### src/rtl/jad_pkg.sv
package jad_pkg;

    // Register field width and counter default
    localparam int CFG_W               = 15;
    localparam int COUNTER_BITS_DEF    = 16;
    localparam int PADDR_W             = 4;
    localparam int PDATA_W             = 32;

    // Register indexes (byte address = 4 * index)
    localparam logic [1:0] REG_READ_INTERVAL  = 2'd0;
    localparam logic [1:0] REG_FIRST_REPEAT   = 2'd1;
    localparam logic [1:0] REG_REPEAT_DELAY   = 2'd2;
    localparam logic [1:0] REG_DEBOUNCE_DELAY = 2'd3;

    // Register reset values
    localparam logic [CFG_W-1:0] READ_INTERVAL_RST  = 15'd30;
    localparam logic [CFG_W-1:0] FIRST_REPEAT_RST   = 15'd400;
    localparam logic [CFG_W-1:0] REPEAT_DELAY_RST   = 15'd200;
    localparam logic [CFG_W-1:0] DEBOUNCE_DELAY_RST = 15'd50;

    // Direction codes, already mirrored by 180 degrees
    typedef enum logic [2:0] {
        DIR_NONE  = 3'd0,
        DIR_LEFT  = 3'd1,
        DIR_RIGHT = 3'd2,
        DIR_UP    = 3'd3,
        DIR_DOWN  = 3'd4
    } dir_t;

    // One result beat
    typedef struct packed {
        logic any_key;
        logic escape_press;
        logic previous_press;
        logic next_press;
        logic down_press;
        logic down_written;
        logic select_press;
    } result_t;

endpackage

### src/rtl/joystick_autorepeat_debounce_core.sv
// Joystick auto-repeat with select debounce.
// Input channel (s_*): one beat per millisecond tick, carrying the five
// active-low pin levels and the main-menu flag. Result channel (m_*): exactly
// one beat per input beat, in order; m_any_key says whether any event fired.
// Every tick advances the three saturating elapsed counters; pins are only
// sampled once since_sample reaches read_interval. Directions fire on change
// and then auto-repeat; select fires on a debounced press.
// A result is registered; it appears in the cycle after its beat is accepted.
// Throughput: one beat per cycle unless m_ready stalls; the whole tick update
// is one combinational pass from the state registers into the result register.
// Stall: while the result register holds an untaken beat, a new input beat
// is still taken in the cycle that m_ready frees the register (s_ready =
// !m_valid || m_ready); otherwise input waits and state does not move.
// Reset (aresetn low, synchronous): registers return to their defaults
// (30, 400, 200, 50), counters clear, no direction held, select released,
// result register empty.
// APB: registers at byte 0x0, 0x4, 0x8, 0xC; pready is always high.
module joystick_autorepeat_debounce_core #(
    parameter int COUNTER_BITS = jad_pkg::COUNTER_BITS_DEF
) (
    input  logic                         aclk,
    input  logic                         aresetn,
    // APB configuration port
    input  logic                         psel,
    input  logic                         penable,
    input  logic                         pwrite,
    input  logic [jad_pkg::PADDR_W-1:0]  paddr,
    input  logic [jad_pkg::PDATA_W-1:0]  pwdata,
    output logic [jad_pkg::PDATA_W-1:0]  prdata,
    output logic                         pready,
    // tick input
    input  logic                         s_valid,
    output logic                         s_ready,
    input  logic                         s_up_pin,
    input  logic                         s_down_pin,
    input  logic                         s_left_pin,
    input  logic                         s_right_pin,
    input  logic                         s_select_pin,
    input  logic                         s_main_menu,
    // event output
    output logic                         m_valid,
    input  logic                         m_ready,
    output logic                         m_any_key,
    output logic                         m_escape_press,
    output logic                         m_previous_press,
    output logic                         m_next_press,
    output logic                         m_down_press,
    output logic                         m_down_written,
    output logic                         m_select_press
);

    localparam int CW    = jad_pkg::CFG_W;
    localparam int CMP_W = (COUNTER_BITS > CW) ? COUNTER_BITS : CW;
    localparam logic [COUNTER_BITS-1:0] CNT_MAX = '1;

    // configuration registers
    logic [CW-1:0] read_interval_reg;
    logic [CW-1:0] first_repeat_reg;
    logic [CW-1:0] repeat_delay_reg;
    logic [CW-1:0] debounce_delay_reg;

    // tick state
    logic [COUNTER_BITS-1:0] since_sample_reg, since_sample_next;
    logic [COUNTER_BITS-1:0] since_move_reg, since_move_next;
    logic [COUNTER_BITS-1:0] since_sel_reg, since_sel_next;
    jad_pkg::dir_t           held_dir_reg, held_dir_next;
    logic                    await_first_reg, await_first_next;
    logic                    prev_sel_reg, prev_sel_next;
    logic                    stable_sel_reg, stable_sel_next;

    // result register
    logic                    m_valid_reg;
    jad_pkg::result_t        result_reg, result_next;

    logic                    s_fire;
    logic                    cfg_wr;
    logic [1:0]              cfg_idx;

    logic [COUNTER_BITS-1:0] ss_inc, sm_inc, sc_inc;
    logic                    sample;
    jad_pkg::dir_t           dir;
    jad_pkg::dir_t           fired;
    logic                    sel_fired;
    logic [CW-1:0]           wait_ticks;

    assign s_ready = !m_valid_reg || m_ready;
    assign s_fire  = s_valid && s_ready;

    // APB: no wait states, registers indexed by word address
    assign pready  = 1'b1;
    assign cfg_idx = paddr[3:2];
    assign cfg_wr  = psel && penable && pwrite && pready;

    always_comb begin
        case (cfg_idx)
            jad_pkg::REG_READ_INTERVAL:  prdata = jad_pkg::PDATA_W'(read_interval_reg);
            jad_pkg::REG_FIRST_REPEAT:   prdata = jad_pkg::PDATA_W'(first_repeat_reg);
            jad_pkg::REG_REPEAT_DELAY:   prdata = jad_pkg::PDATA_W'(repeat_delay_reg);
            jad_pkg::REG_DEBOUNCE_DELAY: prdata = jad_pkg::PDATA_W'(debounce_delay_reg);
            default:                     prdata = '0;
        endcase
    end

    always_ff @(posedge aclk) begin
        if (!aresetn) begin
            read_interval_reg  <= jad_pkg::READ_INTERVAL_RST;
            first_repeat_reg   <= jad_pkg::FIRST_REPEAT_RST;
            repeat_delay_reg   <= jad_pkg::REPEAT_DELAY_RST;
            debounce_delay_reg <= jad_pkg::DEBOUNCE_DELAY_RST;
        end else if (cfg_wr) begin
            case (cfg_idx)
                jad_pkg::REG_READ_INTERVAL:  read_interval_reg  <= pwdata[CW-1:0];
                jad_pkg::REG_FIRST_REPEAT:   first_repeat_reg   <= pwdata[CW-1:0];
                jad_pkg::REG_REPEAT_DELAY:   repeat_delay_reg   <= pwdata[CW-1:0];
                jad_pkg::REG_DEBOUNCE_DELAY: debounce_delay_reg <= pwdata[CW-1:0];
                default: ;
            endcase
        end
    end

    // saturating tick counters
    assign ss_inc = (since_sample_reg == CNT_MAX) ? CNT_MAX : since_sample_reg + 1'b1;
    assign sm_inc = (since_move_reg == CNT_MAX)   ? CNT_MAX : since_move_reg + 1'b1;
    assign sc_inc = (since_sel_reg == CNT_MAX)    ? CNT_MAX : since_sel_reg + 1'b1;

    assign sample = !(CMP_W'(ss_inc) < CMP_W'(read_interval_reg));

    // priority pick, mirrored: up pin gives DOWN, left pin gives RIGHT
    always_comb begin
        if (!s_up_pin)         dir = jad_pkg::DIR_DOWN;
        else if (!s_down_pin)  dir = jad_pkg::DIR_UP;
        else if (!s_left_pin)  dir = jad_pkg::DIR_RIGHT;
        else if (!s_right_pin) dir = jad_pkg::DIR_LEFT;
        else                   dir = jad_pkg::DIR_NONE;
    end

    assign wait_ticks = await_first_reg ? first_repeat_reg : repeat_delay_reg;

    // tick update
    always_comb begin
        since_sample_next = ss_inc;
        since_move_next   = sm_inc;
        since_sel_next    = sc_inc;
        held_dir_next     = held_dir_reg;
        await_first_next  = await_first_reg;
        prev_sel_next     = prev_sel_reg;
        stable_sel_next   = stable_sel_reg;
        fired             = jad_pkg::DIR_NONE;
        sel_fired         = 1'b0;
        if (sample) begin
            since_sample_next = '0;
            // direction: fire on change, then auto-repeat
            if (dir != held_dir_reg) begin
                held_dir_next    = dir;
                since_move_next  = '0;
                await_first_next = 1'b1;
                fired            = dir;
            end else if (dir != jad_pkg::DIR_NONE &&
                         CMP_W'(sm_inc) >= CMP_W'(wait_ticks)) begin
                fired            = dir;
                since_move_next  = '0;
                await_first_next = 1'b0;
            end
            // select debounce
            if (s_select_pin != prev_sel_reg) begin
                since_sel_next = '0;
            end
            if (CMP_W'(since_sel_next) > CMP_W'(debounce_delay_reg) &&
                s_select_pin != stable_sel_reg) begin
                stable_sel_next = s_select_pin;
                sel_fired       = !s_select_pin;
            end
            prev_sel_next = s_select_pin;
        end
    end

    // event mapping
    always_comb begin
        result_next = '0;
        if (fired != jad_pkg::DIR_NONE || sel_fired) begin
            result_next.any_key = 1'b1;
            if (s_main_menu) begin
                result_next.escape_press   = (fired == jad_pkg::DIR_DOWN);
                result_next.previous_press = (fired == jad_pkg::DIR_LEFT);
                result_next.next_press     = (fired == jad_pkg::DIR_RIGHT);
            end else begin
                result_next.escape_press   = (fired == jad_pkg::DIR_LEFT);
                result_next.previous_press = (fired == jad_pkg::DIR_UP);
                result_next.next_press     = (fired == jad_pkg::DIR_DOWN);
                result_next.down_press     = (fired == jad_pkg::DIR_RIGHT);
                result_next.down_written   = 1'b1;
            end
            result_next.select_press = sel_fired;
        end
    end

    // state and result registers
    always_ff @(posedge aclk) begin
        if (!aresetn) begin
            since_sample_reg <= '0;
            since_move_reg   <= '0;
            since_sel_reg    <= '0;
            held_dir_reg     <= jad_pkg::DIR_NONE;
            await_first_reg  <= 1'b1;
            prev_sel_reg     <= 1'b1;
            stable_sel_reg   <= 1'b1;
            m_valid_reg      <= 1'b0;
        end else begin
            if (s_fire) begin
                since_sample_reg <= since_sample_next;
                since_move_reg   <= since_move_next;
                since_sel_reg    <= since_sel_next;
                held_dir_reg     <= held_dir_next;
                await_first_reg  <= await_first_next;
                prev_sel_reg     <= prev_sel_next;
                stable_sel_reg   <= stable_sel_next;
                m_valid_reg      <= 1'b1;
            end else if (m_ready) begin
                m_valid_reg      <= 1'b0;
            end
        end
    end

    always_ff @(posedge aclk) begin
        if (s_fire) begin
            result_reg <= result_next;
        end
    end

    assign m_valid          = m_valid_reg;
    assign m_any_key        = result_reg.any_key;
    assign m_escape_press   = result_reg.escape_press;
    assign m_previous_press = result_reg.previous_press;
    assign m_next_press     = result_reg.next_press;
    assign m_down_press     = result_reg.down_press;
    assign m_down_written   = result_reg.down_written;
    assign m_select_press   = result_reg.select_press;

    // at most one mapped direction action per beat
    assert property (@(posedge aclk) disable iff (!aresetn)
        m_valid |-> $onehot0({m_escape_press, m_previous_press, m_next_press, m_down_press}))
        else $error("more than one direction action in a beat");

    // any action implies any_key
    assert property (@(posedge aclk) disable iff (!aresetn)
        m_valid && (m_escape_press || m_previous_press || m_next_press ||
                    m_down_press || m_down_written || m_select_press) |-> m_any_key)
        else $error("event without any_key");

    // state only moves on an accepted tick
    assert property (@(posedge aclk) disable iff (!aresetn)
        !s_fire |=> $stable(held_dir_reg) && $stable(stable_sel_reg))
        else $error("tick state changed without an input beat");

    // an empty result register never blocks input
    assert property (@(posedge aclk) disable iff (!aresetn)
        !m_valid_reg |-> s_ready)
        else $error("input stalled with empty result register");

endmodule

### config.mk
export PLATFORM = sky130hd
export DESIGN_NAME = joystick_autorepeat_debounce_core
export DESIGN_NICKNAME = d
export VERILOG_FILES = /design/src/rtl/jad_pkg.sv /design/src/rtl/joystick_autorepeat_debounce_core.sv
export SDC_FILE = /design/constraint.sdc
export NUM_CORES = 1
export LEC_CHECK = 0
export BUFFER_PORTS_ARGS = -buffer_cell sky130_fd_sc_hd__buf_2
export CORE_ASPECT_RATIO = 2
export CORE_MARGIN = 2
export CORE_UTILIZATION = 59
export DETAILED_ROUTE_END_ITERATION = 8
export PLACE_DENSITY_LB_ADDON = 0.15
export SYNTH_ARGS = -nofsm -noshare
export SYNTH_HDL_FRONTEND = slang
export SYNTH_SLANG_ARGS = --single-unit
### constraint.sdc
create_clock -name aclk -period 4.2 [get_ports aclk]
set_input_delay 0.21 -clock aclk [delete_from_list [all_inputs] [get_ports aclk]]
set_output_delay 0.21 -clock aclk [all_outputs]
set_load 0.02 [all_outputs]
==> results of run 1 <==
==> cells in the final DEF (no fill, tap or decap), types with 17 or more instances in the layout <==
cell type and n:
nand2_1 177, dfxtp_1 115, a21oi_1 113, nor2_1 57, buf_2 53, ha_1 47
nand3_1 42, inv_1 41, o21ai_0 19, xnor2_1 19, mux2i_1 18, conb_1 18
clkbuf_16 17
==> per-stage QoR <==
step           setup WS, ns  cell area (µm²)
2_1_floorplan         0.521             7500
3_3_place_gp          0.433             7730
3_5_place_dp          0.357             7730
4_1_cts               0.256             8340
5_1_grt              0.0290             8360
6_report              0.315             8360
==> report_power, final <==
group          switching [mW]  internal, mW  leakage, nW
logic                   0.148        0.0684         2.11
registers              0.0146          1.19         1.00
clock network           0.536         0.983        0.280
total                   0.699          2.24         3.39
==> metal layers <==
layer | part of all wire | up-vias
met1 | 0.41 | 3197
li1 | - | 3280
met2 | 0.51 | 227
met5 | 0 | -
met4 | 0.026 | 0
met3 | 0.054 | 38
==> final cells by class <==
cell class | instances | area (µm²)
multi-input combinational | 701 | 4490
inverter | 42 | 158
timing repair buffer | 70 | 405
tap | 150 | 188
sequential | 122 | 2510
clock inverter | 14 | 179
clock buffer | 18 | 429
fill | 1029 | 4050
==> cell families (layout without fill, tap and decap cells) <==
logic type                 after synthesis  after routing  share of synthesized area
DFF                                    122            122                      0.338
xor gates and xnor gates                29             29                     0.0352
adders and majority gates               47             47                     0.0790
AOI/OAI and AO/OA                      207            207                      0.175
buffers and inverters                  111            144                     0.0674
and+or+nand+nor                        366            366                      0.233
other                                    2             18                    0.00101
muxes                                   34             34                     0.0711
==> path summary, 6_finish.rpt <==
kind,startpoint,endpoint
setup / recovery,since_move_reg[1],since_move_reg[1]
hold / removal,s_valid,m_valid
setup reg to reg,since_move_reg[1],since_move_reg[1]
hold reg to reg,held_dir_reg[0],held_dir_reg[0]
==> what timing repair did <==
action	CTS	global route
buffers inserted	0	1
endpoints found under the setup margin	0	1
hold buffers	0	0
endpoints found under the hold margin	0	0
gates resized for setup	0	0
==> critical path, cell delays in order, from the launching register on <==
cell	delay [ns]
dfxtp_1	0.41
ha_1	0.21
and3_1	0.26
nand2b_1	0.14
or3_4	0.44
and2_1	0.21
ha_1	0.28
nand2b_1	0.15
a211oi_1	0.28
o21ai_1	0.15
a2111oi_4	0.47
a21boi_4	0.12
or4b_1	0.49
a31oi_1	0.19
==> results_dict.tcl, run 1 <==
set metrics [dict create \
    peakVddDrop_v 0.000308 \
    relSlewSlack 0.224 \
    n_antenna_cell 0 \
    ys.flop_type "dfxtp_1" \
    synth_cell_types 72 \
    seq_area_frac_synth 0.338 \
    path_max_fanout 14 \
    synth_most_common_cell "nand2_1" \
    ant_nets 0 \
    yosysTopAreaCellShare 0.309 \
    synth_area_per_cell_um2 8.10 \
    finalWeightedCongestion 0.872 \
    wl_per_cell_um 17.6 \
    rsz0062_at_grt "no" \
    grt_pass1_vias 6537 \
    drtIter0Drc 444 \
    cts_tree "done" \
    leakage_nw 3.39 \
    rows 58 \
    synth_edf_count 7 \
    layout.nets 1050 \
    yosys_register_bits 122 \
    skew_ns 0.0104 \
    io_buffers 53 \
    drt-pass1-iter-count 5 \
    cp.required_ns 4.54 \
    use_met2 0.519 \
    hp-class "input port to flop" \
    grt_pass1_wl_um 31900 \
    grt.total_usage 0.293 \
    synth_warnings 0 \
    max_freq_mhz 257 \
    drv_cap 0 \
    hold_viol 0 \
    post-route-util 0.674 \
    clock_sinks 122 \
    die_w_um 83.4 \
    powerDensity_nw_per_um2 351 \
    synth_top_area_cell "dfxtp_1" \
    outcome "complete, no violations" \
    hold_slack_ns 0.0464 \
    met3_usage 0.0487 \
    synth_area_um2 7440 \
    vias 6742 \
    htree_levels 4 \
    worst_pin_slew_ns 1.16 \
    tns_ns 0 \
    antenna_found_initial 0 \
    initial_core_util 0.600 \
    rrSetupSlack_ns 0.32 \
    gr-usage-met1 0.351 \
    clk_pin_slew_ns 0.06 \
    power_mw 2.94 \
    cp-start-kind "flop" \
    numCtsBuffers 17 \
    hold_depth 3 \
    layout_min_cycle_time_ns 3.88 \
    dp_hpwl_um 13800 \
    worstSkewPairLatency_ns 0.42 \
    cp.arrival_ns 4.22 \
    finalSetupViolCount 0 \
    wirelength_um 19600 \
    synthTopCellsByArea "dfxtp_1 (31%), nand2_1 (8.9%), ha_1 (7.9%)" \
    top_usage_layer "met2" \
    layout.cells.non_filler 1117 \
    drc_errors 0 \
    ios 91 \
    drv_slew 0 \
    coreArea_um2 12400 \
    dp.cells 1084 \
    via_per_inst 6.04 \
    dieArea_um2 13600 \
    gr-total-overflow 0 \
    r2r_cells 13 \
    endpoint_kind "flop" \
    cts_buffer_depth 2 \
    die_h_um 163 \
    syn_inst 918 \
    yosys-top-cells-count "nand2_1 (177), dfxtp_1 (115), a21oi_1 (113)" \
    drive_gt1_frac 0.142 \
    cts-root-buf "clkbuf_16" \
    period_share 0.925 \
    worstSetupPathType "flop to flop" \
    grt_max_degree 52 \
    layout-area-overhead-vs-synth_pct 12.4 \
    async_reset_ff_frac 0 \
]
(Power assumes the default switching activity.)
==> run 2: changes to the inputs <==
--- a/config.mk
+++ b/config.mk
@@ -10,7 +10,7 @@
 export CORE_MARGIN = 2
 export CORE_UTILIZATION = 59
 export DETAILED_ROUTE_END_ITERATION = 8
-export PLACE_DENSITY_LB_ADDON = 0.15
+export PLACE_DENSITY = 0.78
 export SYNTH_ARGS = -nofsm -noshare
 export SYNTH_HDL_FRONTEND = slang
 export SYNTH_SLANG_ARGS = --single-unit
==> run 2 against run 1 <==
Design area increased by 0.13%. Hold slack worse by 0.011 ns. Sequential cell count unchanged. Clock skew is 0.0011 ns lower. Wire length up 2.6%.
==> results_dict.tcl, run 2 (synthesized netlist as in run 1, its figures left out) <==
set metrics [dict create \
    register_area_um2 2510 \
    wl_per_cell_um 18.0 \
    worstSkewPairLatency_ns 0.42 \
    endpoint_kind "flop" \
    path_max_fanout 12 \
    cp-start-kind "flop" \
    cp_slowest_cell "dfxtp_1" \
    finalSetupViolCount 0 \
    die_h_um 163 \
    gr-usage-met1 0.358 \
    rows 58 \
    period_share 0.919 \
    cts_tree "done" \
    drv_cap 0 \
    ios 91 \
    met3_usage 0.0659 \
    layout_min_cycle_time_ns 3.86 \
    worst_pin_slew_ns 1.19 \
    grt_pass1_wl_um 32200 \
    critPathTopFamily "simple AND/OR/NAND/NOR gates" \
    layout_common_cells "nand2_1 (177), dfxtp_1 (115), a21oi_1 (113), nor2_1 (57), buf_2 (53)" \
    grt.total_usage 0.297 \
    drt-pass1-iter-count 5 \
    peakVddDrop_v 0.000375 \
    powerDensity_nw_per_um2 343 \
    layout-area-overhead-vs-synth_pct 12.5 \
    cts-root-buf "clkbuf_16" \
    grt_pass1_vias 6576 \
    drtIter0Drc 550 \
    hp-class "input port to flop" \
    dp_hpwl_um 13800 \
    multiInputGateArea_um2 4520 \
    drive_gt1_frac 0.148 \
    htree_levels 4 \
    outcome "complete, no violations" \
    max_stage_delay_ns 0.47 \
    max_freq_mhz 259 \
    tns_ns 0 \
    finalWeightedCongestion 0.900 \
    io_buffers 53 \
    drc_errors 0 \
    layout.cells.non_filler 1119 \
    gr-total-overflow 0 \
    worstPathCellList "ha_1 > nand3_1 > nor4_2 > nand2b_1 > o21ai_0 > ha_1 > a21oi_1 > nor2_1 > o31ai_1 > nand4b_2 > buf_4 > nor2_1 > a22oi_1 > nor2_1" \
    antenna_found_initial 0 \
    top_usage_layer "met2" \
    vias 6891 \
    critPathBufInv 1 \
    skew_ns 0.00928 \
    rsz0062_at_grt "no" \
    die_w_um 83.4 \
    coreArea_um2 12400 \
    clock_sinks 122 \
    clk_pin_slew_ns 0.05 \
    placed_area_um2 7730 \
    use_met2 0.495 \
    final_common_cell "nand2_1" \
    cp.arrival_ns 4.20 \
    via_per_inst 6.16 \
    leakage_nw 3.42 \
    worstSetupPathType "flop to flop" \
    numCtsBuffers 17 \
    ant_nets 0 \
    drv_slew 0 \
    layout.nets 1053 \
    hold_viol 0 \
    dieArea_um2 13600 \
    dp.cells 1084 \
    initial_core_util 0.600 \
    design_area_um2 8370 \
    n_antenna_cell 0 \
    grt_max_degree 81 \
    cp.required_ns 4.54 \
    relSlewSlack 0.203 \
    path_common_cell "nor2_1" \
    fillers 1033 \
    cts_buffer_depth 2 \
    wirelength_um 20100 \
]
## run 2: cell count changes in the layout (fill, tap and decap cells not counted), moves of 2 or more
cell        change
buf_4           +4
clkinvlp_4      -4
clkbuf_8        +4
bufinv_16       -2
nor4_1          -2
clkbuf_1        +2
clkinv_1        -3
## run 2: area by class of cell
type,instances,share of cell area
clock buffers,24,0.0587
well taps,150,0.0224
multi-input cells,701,0.539
inverters,42,0.0188
clock inverters,7,0.0109
repair buffers,73,0.0496
flip-flops and latches,122,0.300
## run 2: power by group
group	internal (mW)	leakage, nW	switching (mW)
clock network	0.930	0.286	0.524
registers	1.19	1.00	0.0147
logic	0.0667	2.14	0.149
total	2.18	3.42	0.688
## run 2: routing by layer
metal	routed length [µm]	vias to the layer above
met5	0	-
met4	1010	0
met3	1540	70
met2	9880	312
met1	7700	3219
li1	-	3290
## run 2: timing repair
action,in CTS,in global routing
gates resized for setup,0,4
hold buffers,0,0
buffers inserted,0,4
setup endpoints to repair,0,15
## run 2: final timing paths
| path | start | to | slack, ns | depth (start not counted) |
|---|---|---|---|---|
| max reg2reg | since_sample_reg[0] | since_sample_reg[8] | 0.34 | 14 |
| min | s_valid | m_valid | 0.04 | 3 |
| max | since_sample_reg[0] | since_sample_reg[8] | 0.34 | 14 |
| min reg2reg | repeat_delay_reg[2] | repeat_delay_reg[2] | 0.47 | 2 |
## run 2: through the flow
stage	hold WS, ns	power (mW)	util	setup slack, ns
3_5_place_dp	0.460	1.44	0.623	0.286
3_3_place_gp	0.454	1.43	0.623	0.370
2_1_floorplan	0.334	1.38	-	0.521
5_1_grt	0.0643	2.95	0.675	0.0749
6_report	0.0358	2.87	0.675	0.342
4_1_cts	0.0275	2.88	0.670	0.246
## run 2: tightest hold or removal path, stage by stage
cell	delay, ns
buf_2	0.10
inv_1	0.04
a21oi_1	0.05
==> run 3: changes to the inputs <==
==> constraint.sdc (replaced) <==
create_clock -name aclk -period 4 [get_ports aclk]
set_input_delay 0.2 -clock aclk [delete_from_list [all_inputs] [get_ports aclk]]
set_output_delay 0.2 -clock aclk [all_outputs]
set_load 0.02 [all_outputs]
==> run 3 against run 2 <==
Wire length is 1.2% lower. Total power is 1.2% higher. Final cell count is 0.18% higher. Hold slack better by 0.0040 ns. Largest cell class unchanged. Highest routed layer unchanged.
==> results_dict.tcl, run 3 (synthesized netlist as in run 1, its figures left out) <==
set metrics [dict create \
    placed_area_um2 7760 \
    initial_core_util 0.600 \
    ant_nets 0 \
    grt.total_usage 0.292 \
    die_w_um 83.4 \
    dp_hpwl_um 14100 \
    io_buffers 53 \
    antenna_found_initial 0 \
    via_per_inst 6.17 \
    cts_tree "done" \
    grt_max_degree 77 \
    gr-total-overflow 0 \
    dp.cells 1086 \
    relSlewSlack 0.197 \
    rrSetupSlack_ns 0.15 \
    vias 6922 \
    ios 91 \
    endpoint_kind "flop" \
    combPwrFrac 0.078 \
    power_frac_seq 0.433 \
    clkPwrFrac 0.488 \
    layout-area-overhead-vs-synth_pct 12.3 \
    skew_ns 0.00680 \
    cts-root-buf "clkbuf_16" \
    finalSetupViolCount 0 \
    cp.required_ns 4.30 \
    rsz0062_at_grt "yes" \
    final_common_cell "nand2_1" \
    layout.nets 1054 \
    worst_pin_slew_ns 1.20 \
    rr_startpoint "since_move_reg[1]" \
    cp.arrival_ns 4.15 \
    max_freq_mhz 260 \
    layout_min_cycle_time_ns 3.85 \
    die_h_um 163 \
    worstPathCellList "ha_1 > and3_1 > nand2b_1 > or3_4 > nand2_1 > ha_1 > nand4_1 > a2111oi_0 > a2111oi_4 > a21boi_4 > o21ai_4 > buf_4 > a32o_1" \
    hold_end "m_valid" \
    period_share 0.962 \
    finalWeightedCongestion 0.881 \
    power_switching_mw 0.708 \
    drv_cap 0 \
    clk_pin_slew_ns 0.06 \
    cp-start-kind "flop" \
    internal_power_mw 2.20 \
    layout_common_cells "nand2_1 (177), dfxtp_1 (115), a21oi_1 (113), nor2_1 (57), buf_2 (53)" \
    peakVddDrop_v 0.000354 \
    rows 58 \
    outcome "complete, no violations" \
    wl_per_cell_um 17.7 \
    critPathTopFamily "compound AO/OA/AOI/OAI gates" \
    r2r_cells 13 \
    max_stage_delay_ns 0.84 \
    drv_slew 0 \
    clock_sinks 122 \
    numCtsBuffers 17 \
    htree_levels 4 \
    hold_depth 3 \
    min-delay-start "s_valid" \
    worstSetupPathType "flop to flop" \
    cts_buffer_depth 2 \
    design_area_um2 8360 \
    drc_errors 0 \
    drtIter0Drc 601 \
    drt-pass1-iter-count 6 \
    cp_slowest_cell "a2111oi_0" \
    path_common_cell "ha_1" \
    cp.depth 13 \
    layout.cells.non_filler 1121 \
    leakage_nw 3.42 \
    hp-class "input port to flop" \
    path_max_fanout 14 \
    powerDensity_nw_per_um2 348 \
    sw_frac_of_total 0.244 \
    grt_pass1_vias 6638 \
    reg2reg_to "since_move_reg[4]" \
    critPathBufInv 1 \
    coreArea_um2 12400 \
    wirelength_um 19900 \
    worstSkewPairLatency_ns 0.41 \
    n_antenna_cell 0 \
    dieArea_um2 13600 \
    drive_gt1_frac 0.149 \
    holdBufCountCts 0 \
    hold_viol 0 \
    grt_pass1_wl_um 32000 \
    fillers 1025 \
]
[run 3: how the worst max path moves through the flow]
stage	startpoint	end	slack (ns)
after floorplan	since_sel_reg[0]	m_down_written	0.32
after global placement	since_move_reg[0]	since_move_reg[10]	0.25
after detailed placement	since_sel_reg[0]	m_down_written	0.21
after CTS	since_move_reg[1]	since_move_reg[4]	0.16
after global routing	since_move_reg[0]	since_move_reg[1]	-0.02
final	since_move_reg[1]	since_move_reg[4]	0.15
[run 3: metal layers]
metal	GRT usage	vias to the layer above	routed length [µm]
met5	0	-	0
met2	0.499	276	9980
met1	0.354	3286	7910
met4	0.150	0	868
met3	0.0471	60	1130
li1	-	3300	-
[run 3: power by group through the flow]
| stage | clock [mW] | combinational (mW) | sequential [mW] |
|---|---|---|---|
| after floorplan | 0 | 0.160 | 1.29 |
| after detailed placement | 0 | 0.223 | 1.28 |
| after CTS | 1.42 | 0.225 | 1.26 |
| after global placement | 0 | 0.219 | 1.28 |
| final | 1.42 | 0.227 | 1.26 |
| after global routing | 1.48 | 0.249 | 1.26 |
[run 3: timing repair]
item	4_1_cts	5_1_grt
buffers inserted	0	3
hold endpoints to repair	0	0
setup endpoints to repair	0	20
resized for setup	0	6
[run 3: metrics by stage]
stage	util	setup TNS (ns)	hold WS, ns	worst slack [ns]	total power [mW]
after CTS	0.669	0	0.0390	0.163	2.91
final	0.674	0	0.0398	0.151	2.91
after global placement	0.625	0	0.448	0.247	1.50
after global routing	0.674	-0.0263	0.0617	-0.0172	2.99
after floorplan	-	0	0.324	0.321	1.45
after detailed placement	0.625	0	0.461	0.206	1.51
[run 3: cell type report]
type                            instances  area (µm²)  share of cell area
Clock buffer                           24         472              0.0564
Clock inverter                          8        71.3             0.00853
Inverter                               42         158              0.0189
Multi-Input combinational cell        701        4520               0.541
Sequential cell                       122        2510               0.301
Tap cell                              150         188              0.0225
Timing Repair Buffer                   74         435              0.0521
[run 3: tightest hold or removal path: stages]
cell     delay, ns
buf_2         0.10
inv_1         0.04
a21oi_1       0.05
